===== src/rtl/prim_minimum_spanning_tree_core_macros.svh =====
// Assertion macros shared by the minimum spanning tree RTL.
`ifndef PRIM_MINIMUM_SPANNING_TREE_CORE_MACROS_SVH
`define PRIM_MINIMUM_SPANNING_TREE_CORE_MACROS_SVH

// Same-cycle implication, checked outside reset.
`define PMST_ASSERT_IMPL(label, clk, rst_n, ante, cons) \
    label: assert property (@(posedge clk) disable iff (!rst_n) (ante) |-> (cons)) \
        else $error("pmst assertion failed");

// Next-cycle implication, checked outside reset.
`define PMST_ASSERT_NEXT(label, clk, rst_n, ante, cons) \
    label: assert property (@(posedge clk) disable iff (!rst_n) (ante) |=> (cons)) \
        else $error("pmst assertion failed");

`endif


===== src/rtl/pmst_pkg.sv =====
// Types, constants and register codes of the minimum spanning tree core.
`timescale 1ns / 1ps

package pmst_pkg;

    localparam int MAX_VERTICES = 64;
    localparam int WEIGHT_BITS  = 32;
    localparam int VERTEX_BITS  = 6;
    localparam int VCOUNT_BITS  = 7;
    localparam int PADDR_BITS   = 3;
    localparam int PDATA_BITS   = 32;

    localparam logic [VCOUNT_BITS-1:0] VCOUNT_RESET = 7'd64;

    // Word index of the vertex count register (paddr bit 2)
    localparam logic REG_VERTEX_COUNT = 1'b0;

    // Key of a vertex that was never relaxed
    localparam logic signed [WEIGHT_BITS-1:0] KEY_MAX = {1'b0, {(WEIGHT_BITS-1){1'b1}}};

    typedef struct packed {
        logic [VERTEX_BITS-1:0]        first_end;
        logic [VERTEX_BITS-1:0]        second_end;
        logic signed [WEIGHT_BITS-1:0] edge_weight;
        logic                          edge_valid;
        logic                          last_edge;
    } t_edge_req;

    typedef struct packed {
        logic [VERTEX_BITS-1:0]        vertex_id;
        logic [VERTEX_BITS-1:0]        parent_id;
        logic signed [WEIGHT_BITS-1:0] tree_weight;
        logic                          reached;
        logic                          last_result;
    } t_tree_rsp;

    typedef enum logic [1:0] {
        CMP_LOAD,
        CMP_SEARCH,
        CMP_RELAX
    } t_cmp_op;

    typedef struct packed {
        t_cmp_op                       op;
        logic signed [WEIGHT_BITS-1:0] in_weight;
        logic signed [WEIGHT_BITS-1:0] adj_weight;
        logic signed [WEIGHT_BITS-1:0] node_key;
        logic signed [WEIGHT_BITS-1:0] best_key;
    } t_cmp_req;

endpackage


===== src/rtl/pmst_cmp.sv =====
// Shared signed less-than unit used by edge loading, key search and relaxation.
`timescale 1ns / 1ps

module pmst_cmp (
    input  pmst_pkg::t_cmp_req i_req,
    output logic               o_less
);

    logic signed [pmst_pkg::WEIGHT_BITS-1:0] lhs;
    logic signed [pmst_pkg::WEIGHT_BITS-1:0] rhs;

    // Pick the operand pair for the current step
    always_comb begin
        unique case (i_req.op)
            pmst_pkg::CMP_LOAD: begin
                lhs = i_req.in_weight;
                rhs = i_req.adj_weight;
            end
            pmst_pkg::CMP_SEARCH: begin
                lhs = i_req.node_key;
                rhs = i_req.best_key;
            end
            pmst_pkg::CMP_RELAX: begin
                lhs = i_req.adj_weight;
                rhs = i_req.node_key;
            end
            default: begin
                lhs = '0;
                rhs = '0;
            end
        endcase
    end

    assign o_less = lhs < rhs;

endmodule


===== config.mk =====
export PLATFORM = sky130hd
export DESIGN_NAME = pmst_cmp
export DESIGN_NICKNAME = d
export VERILOG_FILES = /design/src/rtl/prim_minimum_spanning_tree_core_macros.svh /design/src/rtl/pmst_pkg.sv /design/src/rtl/pmst_cmp.sv
export SDC_FILE = /design/constraint.sdc
export NUM_CORES = 1
export LEC_CHECK = 0
export BUFFER_PORTS_ARGS = -buffer_cell sky130_fd_sc_hd__buf_2
export CELL_PAD_IN_SITES_DETAIL_PLACEMENT = 0
export CELL_PAD_IN_SITES_GLOBAL_PLACEMENT = 1
export CORE_UTILIZATION = 31
export DETAILED_ROUTE_END_ITERATION = 8
export PLACE_DENSITY = 0.95
export SYNTH_ARGS = -nofsm -noshare
export SYNTH_HDL_FRONTEND = slang
export SYNTH_SLANG_ARGS = --single-unit

===== constraint.sdc =====
create_clock -name vclk -period 6.1
set_clock_uncertainty 0.2 [all_clocks]
set_input_delay 0.305 -clock vclk [all_inputs]
set_output_delay 0.305 -clock vclk [all_outputs]
set_load 0.005 [all_outputs]

==> impl_metrics.env, run 1 <==
export IMPL_run_status="finished, final reports clean"
export IMPL_max_cap_viols=0
export IMPL_maxSlewHeadroom_pct=33.2
export IMPL_layout_worst_path_cycle_share_pct=65.1
export IMPL_grt_pass1_vias=2047
export IMPL_yosys_warnings=0
export IMPL_synth_fp_nets=456
export IMPL_grt_overflow_total=0
export IMPL_hold_path_class="in2out"
export IMPL_seq_area_um2=0
export IMPL_worstSetupPathType="in2out"
export IMPL_antenna_found_initial=0
export IMPL_total_negative_slack_ns=0
export IMPL_grt_first_pass_wirelength_um=8000
export IMPL_core_area_mm2=0.00603
export IMPL_worst_hold_path_endpoint="o_less"
export IMPL_power_per_cell_area_mw_per_mm2=76.3
export IMPL_critical_path_endpoint_type="output port"
export IMPL_place_congestion=0.748
export IMPL_routed_wl_um=5190
export IMPL_min_period_ns=3.97
export IMPL_n_antenna_cell=0
export IMPL_netlist_instances=295
export IMPL_drtAntennaViolNets=0
export IMPL_start_util_pct=32.8
export IMPL_synth_area_leader_cell="mux2i_1"
export IMPL_drive_above_1_share_pct=33.7
export IMPL_worstPathArrival_ns=3.47
export IMPL_setup_violation_total_in_the_final_timing_report=0
export IMPL_cts_resized_gates=0
export IMPL_power_switching_mw=0.101
export IMPL_synth_top_cells_by_area="mux2i_1 32%, ha_1 20%, a21oi_1 9.6%"
export IMPL_syn_mean_instance_area_um2=6.71
export IMPL_synth_top_area_share_pct=31.9
export IMPL_hold_ws_ns=0.997
export IMPL_yosysSeqAreaShare_pct=0
export IMPL_ir_worst_vdd_uv=67.2
export IMPL_flops_and_latches=0
export IMPL_critical_path_top_cell_by_count="buf_4"
export IMPL_max_clock_freq_ghz=0.252
export IMPL_cp_data_required_time_ns=5.59
export IMPL_power_report_internal_total_mw=0.102
export IMPL_cp_cell_instances="buf_4 -> nor2b_4 -> buf_4 -> nand2_1 -> o21ai_0 -> ha_1 -> a211oi_1 -> nor2_1 -> a2111oi_2 -> a21oi_1 -> o21ai_1 -> mux2i_1 -> buf_2"
export IMPL_nets=570
export IMPL_cp_slowest_stage_delay_ns=0.75
export IMPL_detailedRoute_firstPassIterationCount=4
export IMPL_routed_via_count=2426
export IMPL_groute_usage_overall_pct=14.1
export IMPL_die_height_um=81.9
export IMPL_layout_clock_buffers=0
export IMPL_fp_dieW_um=81.9
export IMPL_drc=0
export IMPL_power_clock_fraction_pct=0
export IMPL_yosys_top_cells_count="63 x mux2i_1, 39 x nor2_1, 38 x a21oi_1, 38 x o21ai_0, 36 x nand2_1"
export IMPL_number_of_top_level_pins=131
export IMPL_timing_max_transition_violations_final=0
export IMPL_cp_start_kind="primary input"
export IMPL_cts_hold_repair_buffers=0
export IMPL_synthMostInstantiatedCell="mux2i_1"
export IMPL_fillers=644
export IMPL_post_drt_wl_per_cell_um=10.8
export IMPL_worst_pin_slew_ns=1.00
export IMPL_area_growth_synth_to_final_pct=34.7
export IMPL_vias_per_cell=5.03
export IMPL_core_rowCount=28
export IMPL_detailedPlacementHpwl_um=4320
export IMPL_overall_die_area_mm2=0.00670
export IMPL_post_cts_setup_buffer_count=0
export IMPL_synth_lib_cells_used_distinct=28
export IMPL_port_buffers=131
export IMPL_cpMaxStageDelayCell="buf_4"
export IMPL_combPwrFrac_pct=100.0
export IMPL_total_leakage_power_nw=1.43
export IMPL_hold_violation_count_in_the_final_report=0
export IMPL_power_share_sequential_pct=0
export IMPL_worst_hold_startpoint="i_req[63]"
export IMPL_synth_cell_area_mm2=0.00198
export IMPL_first_iter_violations=56
export IMPL_pin_count_of_the_biggest_net_entering_global_routing=66
export IMPL_swShare_pct=49.8
export IMPL_multi_input_comb_area_mm2=0.00189
export IMPL_timing_hold_worst_path_depth=6
export IMPL_worst_path_max_fanout=65
export IMPL_rsz0062_at_grt="no"
through the flow:
stage               instances  utilization (%)  setup WS [ns]  power (mW)  instance area, um2
floorplan                 295                -           3.16       0.134                1980
global placement          482             44.2           2.14       0.202                2670
detailed placement        482             44.2           2.07       0.205                2670
CTS                       482             44.2           2.07       0.206                2670
global route              482             44.2           1.81       0.232                2670
finish                    482             44.2           2.13       0.203                2670
logic make-up (layout without fill, tap and decap cells):
kind of cell	count (synthesis)	after routing	synth area share [%]
buf+inv	24	136	5.00
fa+ha+maj	31	31	19.6
mux	63	63	31.9
compound gates	88	88	24.5
simple gates	89	89	19.0
worst max path at each step:
stage	startpoint	to	slack, ns	cells past startpoint
after detailed placement	i_req[129]	o_less	2.07	13
after CTS	i_req[129]	o_less	2.07	13
after global routing	i_req[129]	o_less	1.81	13
after floorplan	i_req[129]	o_less	3.16	12
after global placement	i_req[129]	o_less	2.14	13
final	i_req[129]	o_less	2.13	13
worst max-delay path, delay by kind of cell:
kind	cells	cell delay (ns)
AO/OA/AOI/OAI	5	0.94
adder cells (fa/ha/maj)	1	0.34
buffers and inverters	3	1.22
multiplexers	1	0.21
AND/OR/NAND/NOR	3	0.38
layout make-up:
type	instances	share of cell area [%]
multi-input cells	271	70.8
repair buffers	133	25.3
well taps	75	3.52
inverters	3	0.423
cell usage in the layout, fill, tap and decap left out:
cell type  Yosys  layout
a2111o_1       1       1
a2111oi_2      1       1
a211o_1        1       1
a211oi_1       3       3
a211oi_2       1       1
a21oi_1       38      38
a31oi_1        1       1
and4_1         1       1
buf_2          7     130
buf_4          0       3
ha_1          31      31
inv_1          3       3
mux2i_1       63      63
nand2_1       36      36
nand3_1        2       2
nand4_1        3       3
nor2_1        39      39
nor2b_4        0       1
nor3_1         4       4
nor4_2         1       1
nor4b_1        1       1
nor4bb_1       1       1
o21a_1         1       1
o21ai_0       38      38
o21ai_1        1       1
o22ai_1        1       1
o41ai_1        1       1
layer usage:
layer | wire length, um | GRT usage, % | part of all wire, % | vias to the layer above
met5 | 0 | 0 | 0 | -
met4 | 19 | 0.526 | 0.37 | 0
met3 | 267 | 0.111 | 5.1 | 2
met2 | 2610 | 29.0 | 50 | 72
met1 | 2290 | 16.8 | 44 | 1045
li1 | - | - | - | 1307
power groups by stage:
stage          Clock [mW]  Combinational (mW)  Sequential, mW
2_1_floorplan           0               0.134               0
3_3_place_gp            0               0.202               0
3_5_place_dp            0               0.205               0
4_1_cts                 0               0.206               0
5_1_grt                 0               0.232               0
6_report                0               0.203               0
No activity file was read; power rests on OpenSTA's default activity.
==> run 2: changes to the inputs <==
--- a/config.mk
+++ b/config.mk
@@ -8,9 +8,9 @@
 export BUFFER_PORTS_ARGS = -buffer_cell sky130_fd_sc_hd__buf_2
 export CELL_PAD_IN_SITES_DETAIL_PLACEMENT = 0
 export CELL_PAD_IN_SITES_GLOBAL_PLACEMENT = 1
-export CORE_UTILIZATION = 31
+export CORE_UTILIZATION = 26
 export DETAILED_ROUTE_END_ITERATION = 8
-export PLACE_DENSITY = 0.95
+export PLACE_DENSITY = 0.89
 export SYNTH_ARGS = -nofsm -noshare
 export SYNTH_HDL_FRONTEND = slang
 export SYNTH_SLANG_ARGS = --single-unit
==> constraint.sdc (replaced) <==
create_clock -name vclk -period 3.5
set_clock_uncertainty 0.2 [all_clocks]
set_input_delay 0.175 -clock vclk [all_inputs]
set_output_delay 0.175 -clock vclk [all_outputs]
set_load 0.005 [all_outputs]
==> run 2 against run 1 <==
Critical path depth down 1. Critical path type unchanged. First-iteration DRC count down 25%. Design area up 2.8%. Non-clock buffer count up 6. Largest cell class unchanged. Cell count up 6.2%. Hold slack worse by 0.27 ns. Critical endpoint unchanged. Via count up 2.7%. Die area up 19%.
==> impl_metrics.env, run 2 (synthesis gave the netlist of run 1 again) <==
export IMPL_ir_worst_vdd_uv=47.5
export IMPL_setup_violation_total_in_the_final_timing_report=0
export IMPL_crit_family="compound AO/OA/AOI/OAI gates"
export IMPL_cpMaxStageDelayCell="buf_4"
export IMPL_rsz0062_at_grt="no"
export IMPL_flops_and_latches=0
export IMPL_worst_hold_path_endpoint="o_less"
export IMPL_max_cap_viols=0
export IMPL_groute_usage_overall_pct=12.8
export IMPL_overall_die_area_mm2=0.00796
export IMPL_worstPathArrival_ns=2.73
export IMPL_total_leakage_power_nw=1.46
export IMPL_run_status="finished, final reports clean"
export IMPL_cts_resized_gates=0
export IMPL_cp_start_kind="primary input"
export IMPL_vias_per_cell=4.87
export IMPL_grt_pass1_vias=2061
export IMPL_start_util_pct=27.1
export IMPL_seq_area_um2=0
export IMPL_drtAntennaViolNets=0
export IMPL_timing_max_transition_violations_final=0
export IMPL_detailedPlacementHpwl_um=4820
export IMPL_hold_violation_count_in_the_final_report=0
export IMPL_post_drt_wl_per_cell_um=10.9
export IMPL_final_cell_mix="130 x buf_2, 63 x mux2i_1, 39 x nor2_1"
export IMPL_fillers=794
export IMPL_routed_via_count=2492
export IMPL_number_of_top_level_pins=131
export IMPL_layout_worst_path_cycle_share_pct=88.8
export IMPL_routed_wl_um=5570
export IMPL_maxSlewHeadroom_pct=64.0
export IMPL_worst_pin_slew_ns=0.538
export IMPL_antenna_found_initial=0
export IMPL_power_per_cell_area_mw_per_mm2=132
export IMPL_grt_overflow_total=0
export IMPL_total_negative_slack_ns=0
export IMPL_min_period_ns=3.11
export IMPL_grt_first_pass_wirelength_um=8550
export IMPL_critical_path_endpoint_type="output port"
export IMPL_post_cts_setup_buffer_count=0
export IMPL_drive_above_1_share_pct=34.6
export IMPL_hold_path_class="in2out"
export IMPL_worst_hold_startpoint="i_req[63]"
export IMPL_critPathBufInv=3
export IMPL_worstSetupPathType="in2out"
export IMPL_detailedRoute_firstPassIterationCount=4
export IMPL_timing_hold_worst_path_depth=6
export IMPL_cp_cell_instances="buf_4 -> buf_4 -> mux2i_1 -> nor2_1 -> a21oi_1 -> ha_1 -> a211oi_1 -> o21ai_0 -> a211o_1 -> o21ai_1 -> mux2i_1 -> buf_2"
export IMPL_place_congestion=0.790
export IMPL_worst_path_max_fanout=21
export IMPL_cp_data_required_time_ns=3.12
export IMPL_layout_clock_buffers=0
export IMPL_mostFrequentLayoutCell="buf_2"
export IMPL_first_iter_violations=42
export IMPL_nets=576
export IMPL_n_antenna_cell=0
export IMPL_pin_count_of_the_biggest_net_entering_global_routing=65
export IMPL_area_growth_synth_to_final_pct=38.5
export IMPL_die_height_um=89.2
export IMPL_port_buffers=131
export IMPL_core_rowCount=31
export IMPL_max_clock_freq_ghz=0.322
export IMPL_fp_dieW_um=89.2
export IMPL_cts_hold_repair_buffers=0
export IMPL_core_area_mm2=0.00729
export IMPL_final_util_pct=37.6
export IMPL_multi_input_comb_area_mm2=0.00189
export IMPL_cp_slowest_stage_delay_ns=0.38
export IMPL_drc=0
[run 2: per-layer routing]
| metal | track usage, % | vias up | wire (um) |
|---|---|---|---|
| met1 | 16.4 | 1095 | 2540 |
| met5 | 0 | - | 0 |
| met2 | 25.2 | 76 | 2720 |
| li1 | - | 1321 | - |
| met4 | 0 | 0 | 0 |
| met3 | 0.462 | 0 | 313 |
[run 2: area by class of cell]
class	count	share of cell area, %
well taps	99	4.52
multi-input cells	271	68.9
inverters	3	0.411
repair buffers	139	26.2
[run 2: worst max path at each step]
stage | end | cells after the start | slack, ns | from
after floorplan | o_less | 12 | 0.82 | i_req[129]
after global placement | o_less | 12 | 0.34 | i_req[129]
after detailed placement | o_less | 12 | 0.32 | i_req[129]
after CTS | o_less | 12 | 0.30 | i_req[129]
after global routing | o_less | 12 | 0.12 | i_req[129]
final | o_less | 12 | 0.39 | i_req[129]
[run 2: per-stage QoR]
stage | hold WS, ns | area [um2] | cells | total power [mW] | setup WS, ns
after floorplan | 0.475 | 1980 | 295 | 0.233 | 0.818
after global placement | 0.729 | 2740 | 512 | 0.360 | 0.335
after detailed placement | 0.730 | 2740 | 512 | 0.366 | 0.321
after CTS | 0.734 | 2740 | 512 | 0.367 | 0.300
after global routing | 0.806 | 2740 | 512 | 0.415 | 0.122
final | 0.725 | 2740 | 512 | 0.362 | 0.393
[run 2: tightest hold or removal path: stages]
cell	delay (ns)
buf_2	0.09
nand2_1	0.04
o21ai_0	0.07
ha_1	0.18
mux2i_1	0.07
buf_2	0.13
[run 2: where the power goes]
group | internal, mW | leakage (nW) | switching (mW)
logic | 0.181 | 1.46 | 0.180
registers | 0 | 0 | 0
clock network | 0 | 0 | 0
