`config.mk`:
```
export PLATFORM = sky130hd
export DESIGN_NAME = pmst_ram
export DESIGN_NICKNAME = d
export VERILOG_FILES = /design/src/rtl/prim_minimum_spanning_tree_core_macros.svh /design/src/rtl/pmst_ram.sv
export SDC_FILE = /design/constraint.sdc
export NUM_CORES = 1
export LEC_CHECK = 0
export BUFFER_PORTS_ARGS = -buffer_cell sky130_fd_sc_hd__buf_2
export CELL_PAD_IN_SITES_DETAIL_PLACEMENT = 1
export CELL_PAD_IN_SITES_GLOBAL_PLACEMENT = 1
export CORE_MARGIN = 5
export CORE_UTILIZATION = 48
export CTS_BUF_LIST = sky130_fd_sc_hd__clkbuf_16
export DETAILED_ROUTE_END_ITERATION = 8
export PLACE_DENSITY = 0.76
export SLEW_MARGIN = 20
export SYNTH_ARGS = -nofsm -noshare
export SYNTH_HDL_FRONTEND = slang
export SYNTH_SLANG_ARGS = --single-unit
```
`constraint.sdc`:
```
create_clock -name i_clk -period 1.6 [get_ports i_clk]
set_input_delay 0.24 -clock i_clk [delete_from_list [all_inputs] [get_ports i_clk]]
set_output_delay 0.24 -clock i_clk [all_outputs]
set_load 0.01 [all_outputs]
```
`src/rtl/prim_minimum_spanning_tree_core_macros.svh`:
```
// Assertion macros shared by the minimum spanning tree RTL.
`ifndef PRIM_MINIMUM_SPANNING_TREE_CORE_MACROS_SVH
`define PRIM_MINIMUM_SPANNING_TREE_CORE_MACROS_SVH

// Same-cycle implication, checked outside reset.
`define PMST_ASSERT_IMPL(label, clk, rst_n, ante, cons) \
    label: assert property (@(posedge clk) disable iff (!rst_n) (ante) |-> (cons)) \
        else $error("pmst assertion failed");

// Next-cycle implication, checked outside reset.
`define PMST_ASSERT_NEXT(label, clk, rst_n, ante, cons) \
    label: assert property (@(posedge clk) disable iff (!rst_n) (ante) |=> (cons)) \
        else $error("pmst assertion failed");

`endif

```
`src/rtl/pmst_ram.sv`:
```
// Generic simple dual-port RAM with one write port and a registered read port.
`timescale 1ns / 1ps

module pmst_ram #(
    parameter int WIDTH = 8,
    parameter int DEPTH = 16
) (
    input  logic                     i_clk,
    input  logic                     i_we,
    input  logic [$clog2(DEPTH)-1:0] i_waddr,
    input  logic [WIDTH-1:0]         i_wdata,
    input  logic [$clog2(DEPTH)-1:0] i_raddr,
    output logic [WIDTH-1:0]         o_rdata
);

    logic [WIDTH-1:0] r_mem [DEPTH];
    logic [WIDTH-1:0] r_rdata;

    // Write and registered read
    always_ff @(posedge i_clk) begin
        if (i_we) begin
            r_mem[i_waddr] <= i_wdata;
        end
        r_rdata <= r_mem[i_raddr];
    end

    assign o_rdata = r_rdata;

endmodule

```
==> run metrics, run 1 <==
outcome completed; area of the mapped netlist 5147 sq um; die area 12890 sq um; post-DR wirelength/cell ~24 um; Top Family by Delay on Critical Path multiplexers; first-pass GRT wire length between 15 and 20 mm; Final min period around 1.4 ns; DP Area between 5000 and 6000 sq um; Pwr Density between 1000 and 1500 nW/um^2; post-synthesis simple-gate area fraction about 3.2%; MaxCap Viol Count 0; highest routed layer met4; CTS tree done; crit path max fanout 1; fmax between 700 and 800 MHz; Vias/cell approximately 5.8; total track usage roughly 18%; post-DP HPWL 6.602 mm; Synth area leader edfxtp_1; Mean Syn Cell Area approximately 22 sq um; register bit total from synthesis ~140; Worst path max stage delay roughly 0.51 ns; Synth Net Count 247; most common cell after layout, fill and taps aside edfxtp_1; H-tree levels 4; count of inserted antenna diode cells 0; DRT antenna net count 0; Initial Util around half; # rows 37; Synth Area in Adders 0%; Core Box Area approximately 10000 sq um; die height ~110 um; Syn-to-layout area delta 19.69%; final hold violations 0; largest net degree at the start of global routing 33; Detailed Route WL 10.65 mm; GPL Wtd Cong around 0.76; DP Cell Count just over 400; Slew Viols, Final 0; worst-skew pair later-pin latency 0.41 ns; headroom to the max-slew limit between 50% and 60%; met2 WL post-DR around 5.5 mm; wl on met1 4.562 mm; Post CTS Setup Buffer Count 0; drt first-iter violations between 150 and 200; multi-input logic area around 1100 sq um; CP Launch Type flip-flop; critical path class reg2reg; Worst Path Required 1.89 ns; largest family of logic cells by synthesized area multiplexers; CTS resizes 0; Lkg Pwr ~2.1 nW; Mapped Cells about 230; fill count around 880; library cells used by synthesis 19; Port Buffers 25; Root Buffer clkbuf_16; Slew @ Worst Pin roughly 0.74 ns; commonest cells after routing, fill and taps aside edfxtp_1, buf_2, buf_4, mux4_2, clkbuf_16; vias in the first global route roughly 2700; post-synth top area share roughly three quarters; clock slew at reported path FFs 0.06 ns; Congestion Overflow GR 0; total power 8.165 mW; Non-Filler Instances around 440; Setup Viol. Count Final 0; vias post-DR 2508; multiplexer share of the synthesized area 15.02%; final core utilization between 50% and 60%; RSZ-0062 raised after global routing false; worst hold slack between 0.2 and 0.25 ns; IO Count 26; register area 4004 sq um; YS warnings 0; Worst path slowest cell mux4_1; Setup Skew 0.004797 ns; CP cell instances mux4_1 > a22oi_1 > nand2_1; synth top area cells edfxtp_1, mux4_2, mux4_1; post-route cell area slightly above 6000 sq um; initial antenna violation count 0; DRC 0; Tcrit/Tclk final a little under nine tenths; critical path endpoint category flip-flop; sequential fraction of the synthesis area between 70% and 80%; WP data arrival roughly 1.7 ns; Sinks on Clock Net ~140; Post-Synth XOR/XNOR Area 0%; Hold Crit Class in2reg; DIE WIDTH 113.6 um; layout cells sized above 1 between 30% and 40%; reg2reg setup slack roughly 0.23 ns; post-synthesis compound-gate area fraction around 2.3%; 1st-pass router iterations 4; CP bufs+invs 0; Post-CTS Hold Fix Bufs 0; Layout Nets 305; WL met3 about 480 um; clock buffer count from CTS 17; Clock Tree Buf Depth 2; Max VDD drop roughly 800 uV
path summary, 6_finish.rpt:
check,start,end,depth (start not counted)
hold reg to reg,r_mem[12][3],o_rdata[3],3
hold / removal,i_wdata[7],r_mem[14][7],1
setup / recovery,r_mem[9][4],o_rdata[4],3
setup reg to reg,r_mem[9][4],o_rdata[4],3
Yosys cell counts:
| cell | count |
|---|---|
| dfxtp_1 | 8 |
| nand2b_1 | 2 |
| buf_6 | 3 |
| and2b_1 | 1 |
| or3b_2 | 1 |
| edfxtp_1 | 128 |
| nor2b_1 | 1 |
| mux4_1 | 14 |
| nand2_1 | 9 |
| clkdlybuf4s25_2 | 3 |
| nor3_1 | 4 |
| buf_4 | 1 |
| nor2_1 | 13 |
| and2_1 | 1 |
| nand3_1 | 1 |
| nand3b_1 | 2 |
| buf_2 | 3 |
| mux4_2 | 18 |
| a22oi_1 | 16 |
cells by family after synthesis:
| kind of cell | Yosys count |
|---|---|
| compound gates | 16 |
| buf+inv | 10 |
| flops | 136 |
| mux | 32 |
| simple gates | 35 |
routing by layer:
| metal | GRT usage [%] | vias up |
|---|---|---|
| met5 | 0 | - |
| met4 | 8.173 | 0 |
| met3 | 3.926 | 11 |
| met2 | 29.25 | 67 |
| met1 | 24.04 | 1340 |
| li1 | - | 1090 |
stage by stage:
step / worst slack (ns) / TNS [ns]
final: 0.2260 / 0
after global routing: 0.1367 / 0
after CTS: 0.2126 / 0
after detailed placement: -0.06788 / -0.2953
after global placement: -0.05923 / -0.1629
after floorplan: 0.09385 / 0
where the power goes:
part | switching [mW] | total [mW] | leakage (nW) | internal (mW)
logic | 0.225 | 0.398 | 0.616 | 0.173
clock network | 1.36 | 3.76 | 0.295 | 2.39
registers | 0.0243 | 4.01 | 1.22 | 3.99
total | 1.61 | 8.16 | 2.13 | 6.55
registers in the layout, summed over array words and instances, names as in the netlist:
| signal | count |
|---|---|
| o_rdata | 8 |
| r_mem | 128 |
worst reg2reg max path: cells and delay by family, from the launching register on:
family | cells | cell delay, ns
mux | 1 | 0.51
simple gates | 1 | 0.08
compound gates | 1 | 0.30
flops | 1 | 0.35
final cells by class:
type,count,area share (%)
flip-flops and latches,136,64.99
multi-input cells,83,17.24
clock buffers,17,6.905
repair buffers,49,5.768
well taps,136,2.762
clock inverters,15,2.335
No activity file was read; power rests on OpenSTA's default activity.
==> run 2, diff against run 1 <==
CELL_PAD_IN_SITES_DETAIL_PLACEMENT = 0   (was 1)
==> run metrics, run 2 (synthesis gave the netlist of run 1 again) <==
fill count 762 (-14%); worst setup margin 0.2006 ns (-0.02536 ns); crit path max fanout 1 (unchanged); clock slew at reported path FFs 0.06 ns (about the same); Pwr Density 1302 nW/um^2 (-1.8%); Final min period 1.399 ns (+0.02536 ns); critical path endpoint category flip-flop; Slew Viols, Final 0 (unchanged); Vias/cell 5.550 (-3.5%); WP data arrival 1.68 ns (about the same); DRC 0 (unchanged); setup TNS 0 ns (unchanged); Congestion Overflow GR 0 (unchanged); worst-skew pair later-pin latency 0.41 ns (about the same); worst hold slack 0.2019 ns (-0.01687 ns); Initial Util 49.64% (unchanged); commonest cells after routing, fill and taps aside edfxtp_1, buf_2, buf_4, mux4_2, clkbuf_16; Core Box Area 10370 sq um (unchanged); Post CTS Setup Buffer Count 0 (unchanged); Worst Path Required 1.88 ns (about the same); Root Buffer clkbuf_16; Tcrit/Tclk final 87.46% (+1.6 points); CTS resizes 0 (unchanged); count of inserted antenna diode cells 0 (unchanged); Largest register FFs 128 (unchanged); die height 113.6 um (unchanged); 1st-pass router iterations 4 (unchanged); first-pass GRT wire length 14.50 mm (-13%); GPL Wtd Cong 0.7555 (unchanged); drt first-iter violations 137 (-17%); Detailed Route WL 9.157 mm (-14%); # rows 37 (unchanged); post-DR wirelength/cell 21.00 um (-14%); headroom to the max-slew limit 49.18% (-1.5 points); total track usage 15.49% (-2.7 points); DRT antenna net count 0 (unchanged); Sinks on Clock Net 136 (unchanged); largest net degree at the start of global routing 33 (unchanged); outcome completed; layout cells sized above 1 32.67% (+0.67 points); post-DP HPWL 5.991 mm (-9.3%); clock buffer count from CTS 17 (unchanged); die area 12890 sq um (unchanged); critical path class reg2reg; Slew @ Worst Pin 0.7607 ns (+0.02269 ns); Port Buffers 25 (unchanged); Post-CTS Hold Fix Bufs 0 (unchanged); vias post-DR 2420 (-3.5%); Setup Skew 0.01224 ns (+0.007448 ns); CTS tree done; Clock Tree Buf Depth 2 (unchanged); pre-CTS WS -0.07340 ns (-0.005522 ns); final hold violations 0 (unchanged); RSZ-0062 raised after global routing false; Setup Viol. Count Final 0 (unchanged); multi-input logic area 1062 sq um (unchanged); MaxCap Viol Count 0 (unchanged); Hold Crit Class in2reg; Syn-to-layout area delta 19.59% (about the same); Max VDD drop 714.0 uV (-11%); CP Launch Type flip-flop; vias in the first global route 2565 (-6.3%); initial antenna violation count 0 (unchanged); post-route cell area 6156 sq um (about the same); register area 4004 sq um (unchanged); H-tree levels 4 (unchanged); DP Area 5592 sq um (unchanged); IO Count 26 (unchanged); Lkg Pwr 2.099 nW (-1.7%); register ranked first by flip-flop count r_mem; fmax 714.6 MHz (-1.8%); Layout Nets 305 (unchanged); DIE WIDTH 113.6 um (unchanged); most common cell after layout, fill and taps aside edfxtp_1
run 2: cell types whose count changed in the layout (fill, tap and decap cells not counted):
cell and delta:
clkinv_2 -4, clkinvlp_4 +7, clkinv_1 -1, bufinv_16 -1
inv_1 -1
run 2: where the power goes:
part / total (mW) / switching, mW / internal, mW / leakage (nW)
Clock: 3.62 / 1.36 / 2.26 / 0.259
Sequential: 4.01 / 0.0224 / 3.98 / 1.22
Combinational: 0.384 / 0.211 / 0.173 / 0.616
Total: 8.01 / 1.60 / 6.42 / 2.10
run 2: critical path, stage by stage, from the launching register on:
cell      delay [ns]
edfxtp_1        0.36
mux4_1          0.52
a22oi_1         0.31
nand2_1         0.09
run 2: final cells by class:
type | count | area share (%)
sequential | 136 | 65.04
multi-input combinational | 83 | 17.26
clock buffer | 17 | 6.911
timing repair buffer | 49 | 5.772
tap | 136 | 2.764
clock inverter | 15 | 2.256
run 2: path summary, 6_finish.rpt:
kind | from | end | slack (ns) | cells after the start
worst max-delay path | r_mem[1][3] | o_rdata[3] | 0.20 | 3
worst min-delay path | i_wdata[7] | r_mem[6][7] | 0.20 | 1
worst max register to register | r_mem[1][3] | o_rdata[3] | 0.20 | 3
worst min register to register | r_mem[12][3] | o_rdata[3] | 0.67 | 3
run 2: layer usage:
layer / vias up / track usage (%) / wire [um]
li1: 1088 / - / -
met1: 1244 / 20.37 / 3895
met2: 83 / 24.66 / 4587
met3: 5 / 4.509 / 586
met4: 0 / 5.769 / 87
met5: - / 0 / 0
run 2: stage by stage:
step           total power [mW]  cells  utilization [%]
3_5_place_dp              4.468    404            53.92
4_1_cts                   8.086    436            59.36
6_report                  8.013    436            59.36
2_1_floorplan             4.288    229                -
5_1_grt                   8.307    436            59.36
3_3_place_gp              4.453    404            53.92
==> run 3, diff against run 2 <==
CORE_UTILIZATION = 49   (was 48)
PLACE_DENSITY = 0.75   (was 0.76)
SLEW_MARGIN = not set   (was 20)
clock period = 1.8 ns   (was 1.6 ns; I/O delays follow)
==> run metrics, run 3 (synthesis gave the netlist of run 1 again) <==
outcome completed; vias in the first global route 2614 (+1.9%); die area 12660 sq um (-1.9%); Max VDD drop 550.1 uV (-23%); setup TNS 0 ns (unchanged); clock slew at reported path FFs 0.05 ns (about the same); Root Buffer clkbuf_16; MaxCap Viol Count 0 (unchanged); worst-skew pair later-pin latency 0.41 ns (about the same); clock buffer count from CTS 17 (unchanged); Core Box Area 10280 sq um (-0.89%); 1st-pass router iterations 4 (unchanged); DRT antenna net count 0 (unchanged); P_int 5.518 mW (-14%); DRC 0 (unchanged); most common cell after layout, fill and taps aside edfxtp_1; Slew @ Worst Pin 0.4000 ns (-0.3607 ns); critical path class reg2reg; crit path from r_mem[2][5]; P_sw 1.317 mW (-18%); Setup Skew 0.007588 ns (-0.004656 ns); Post-CTS Hold Fix Bufs 0 (unchanged); drt first-iter violations 143 (+4.4%); RR Startpoint r_mem[2][5]; GPL Wtd Cong 0.7261 (-3.9%); critical path endpoint category flip-flop; RSZ-0062 raised after global routing false; Vias/cell 5.533 (-0.31%); multi-input logic area 1057 sq um (-0.47%); Worst path max stage delay 0.50 ns (-0.02 ns); CP bufs+invs 0 (unchanged); Congestion Overflow GR 0 (unchanged); DIE WIDTH 112.5 um (-0.93%); layout cells sized above 1 28.62% (-4.0 points); fmax 754.8 MHz (+5.6%); first-pass GRT wire length 14.53 mm (+0.24%); post-DR wirelength/cell 20.90 um (-0.47%); final hold violations 0 (unchanged); Largest register FFs 128 (unchanged); fill count 743 (-2.5%); commonest cells after routing, fill and taps aside edfxtp_1, buf_2, mux4_2, buf_4, clkbuf_16; count of inserted antenna diode cells 0 (unchanged); Final min period 1.325 ns (-0.07456 ns); die height 112.5 um (-0.93%); register area 4004 sq um (unchanged); Syn-to-layout area delta 17.77%; largest net degree at the start of global routing 33 (unchanged); Setup Viol. Count Final 0 (unchanged); Slew Viols, Final 0 (unchanged); pre-CTS WS 0.1493 ns (+0.2227 ns); Tcrit/Tclk final 73.60% (-14 points); Worst Path Required 2.09 ns (+0.21 ns); total track usage 15.95% (+0.46 points); Sinks on Clock Net 136 (unchanged); CP cell instances mux4_1 > a22oi_1 > nand2_1; Pwr Density 1127 nW/um^2 (-13%); post-DP HPWL 5.890 mm (-1.7%); H-tree levels 4 (unchanged); Sw Ratio 19.27% (-0.65 points); Initial Util 50.09% (+0.45 points); Hold Crit Start i_wdata[5]; sequential share of power 52.2% (+2.2 points); CTS tree done; Lkg Pwr 2.099 nW (about the same); initial antenna violation count 0 (unchanged); crit path max fanout 1 (unchanged); Gate power share 4.8% (about the same); register ranked first by flip-flop count r_mem; IO Count 26 (unchanged); Clock Tree Buf Depth 2 (unchanged); Hold Crit Class in2reg; Layout Nets 302 (-0.98%); Detailed Route WL 9.051 mm (-1.2%); vias post-DR 2396 (-0.99%); Port Buffers 25 (unchanged); headroom to the max-slew limit 73.34% (+24 points); # rows 37 (unchanged); CTS resizes 0 (unchanged); WP data arrival 1.61 ns (-0.07 ns); Top Family by Delay on Critical Path multiplexers; CP Launch Type flip-flop; worst setup margin 0.4752 ns (+0.2746 ns); Worst path slowest cell mux4_1; clock share of power 43.0% (-2.2 points); Post CTS Setup Buffer Count 0 (unchanged)
==> run 3: cell types whose count changed in the layout (fill, tap and decap cells not counted), sizes merged <==
cell	previous run	this run
clkinv	5	6
inv	1	8
clkinvlp	7	0
buf	49	46
bufinv	2	1
==> run 3: worst register-to-register path, stage by stage, from the launching register on <==
cell and delay (ns):
edfxtp_1 0.37, mux4_1 0.50, a22oi_1 0.27, nand2_1 0.08
==> run 3: power by group through the flow <==
| stage | logic, mW | registers, mW | clock network (mW) |
|---|---|---|---|
| finish | 0.330 | 3.57 | 2.94 |
| global route | 0.367 | 3.57 | 3.14 |
| CTS | 0.339 | 3.57 | 2.98 |
| detailed placement | 0.337 | 3.63 | 0 |
| global placement | 0.332 | 3.63 | 0 |
| floorplan | 0.180 | 3.63 | 0 |
==> run 3: layer usage <==
| metal | up-vias | routed length, um | track usage [%] |
|---|---|---|---|
| met2 | 76 | 4660 | 25.94 |
| met5 | - | 0 | 0 |
| li1 | 1079 | - | - |
| met1 | 1227 | 3720 | 19.99 |
| met3 | 14 | 511 | 5.553 |
| met4 | 0 | 158 | 5.769 |
==> run 3: worst paths after layout <==
check	endpoint	slack [ns]	cells past startpoint
max	o_rdata[5]	0.48	3
min	r_mem[6][5]	0.24	1
max reg2reg	o_rdata[5]	0.48	3
min reg2reg	o_rdata[1]	0.66	3
==> run 3: per-stage QoR <==
stage / hold slack [ns] / utilization, % / instance area [sq um] / total power [mW] / instances
final: 0.2437 / 58.98 / 6062 / 6.834 / 433
after global routing: 0.2364 / 58.98 / 6062 / 7.079 / 433
after CTS: 0.2316 / 58.98 / 6062 / 6.888 / 433
after detailed placement: 0.6599 / 54.02 / 5552 / 3.967 / 401
after global placement: 0.6591 / 54.02 / 5552 / 3.958 / 401
after floorplan: 0.3689 / - / 5147 / 3.811 / 229
==> run 3: layout make-up <==
type	count	share of cell area (%)
well taps	136	2.807
flip-flops and latches	136	66.05
multi-input cells	83	17.44
clock inverters	15	1.404
clock buffers	17	7.018
repair buffers	46	5.284
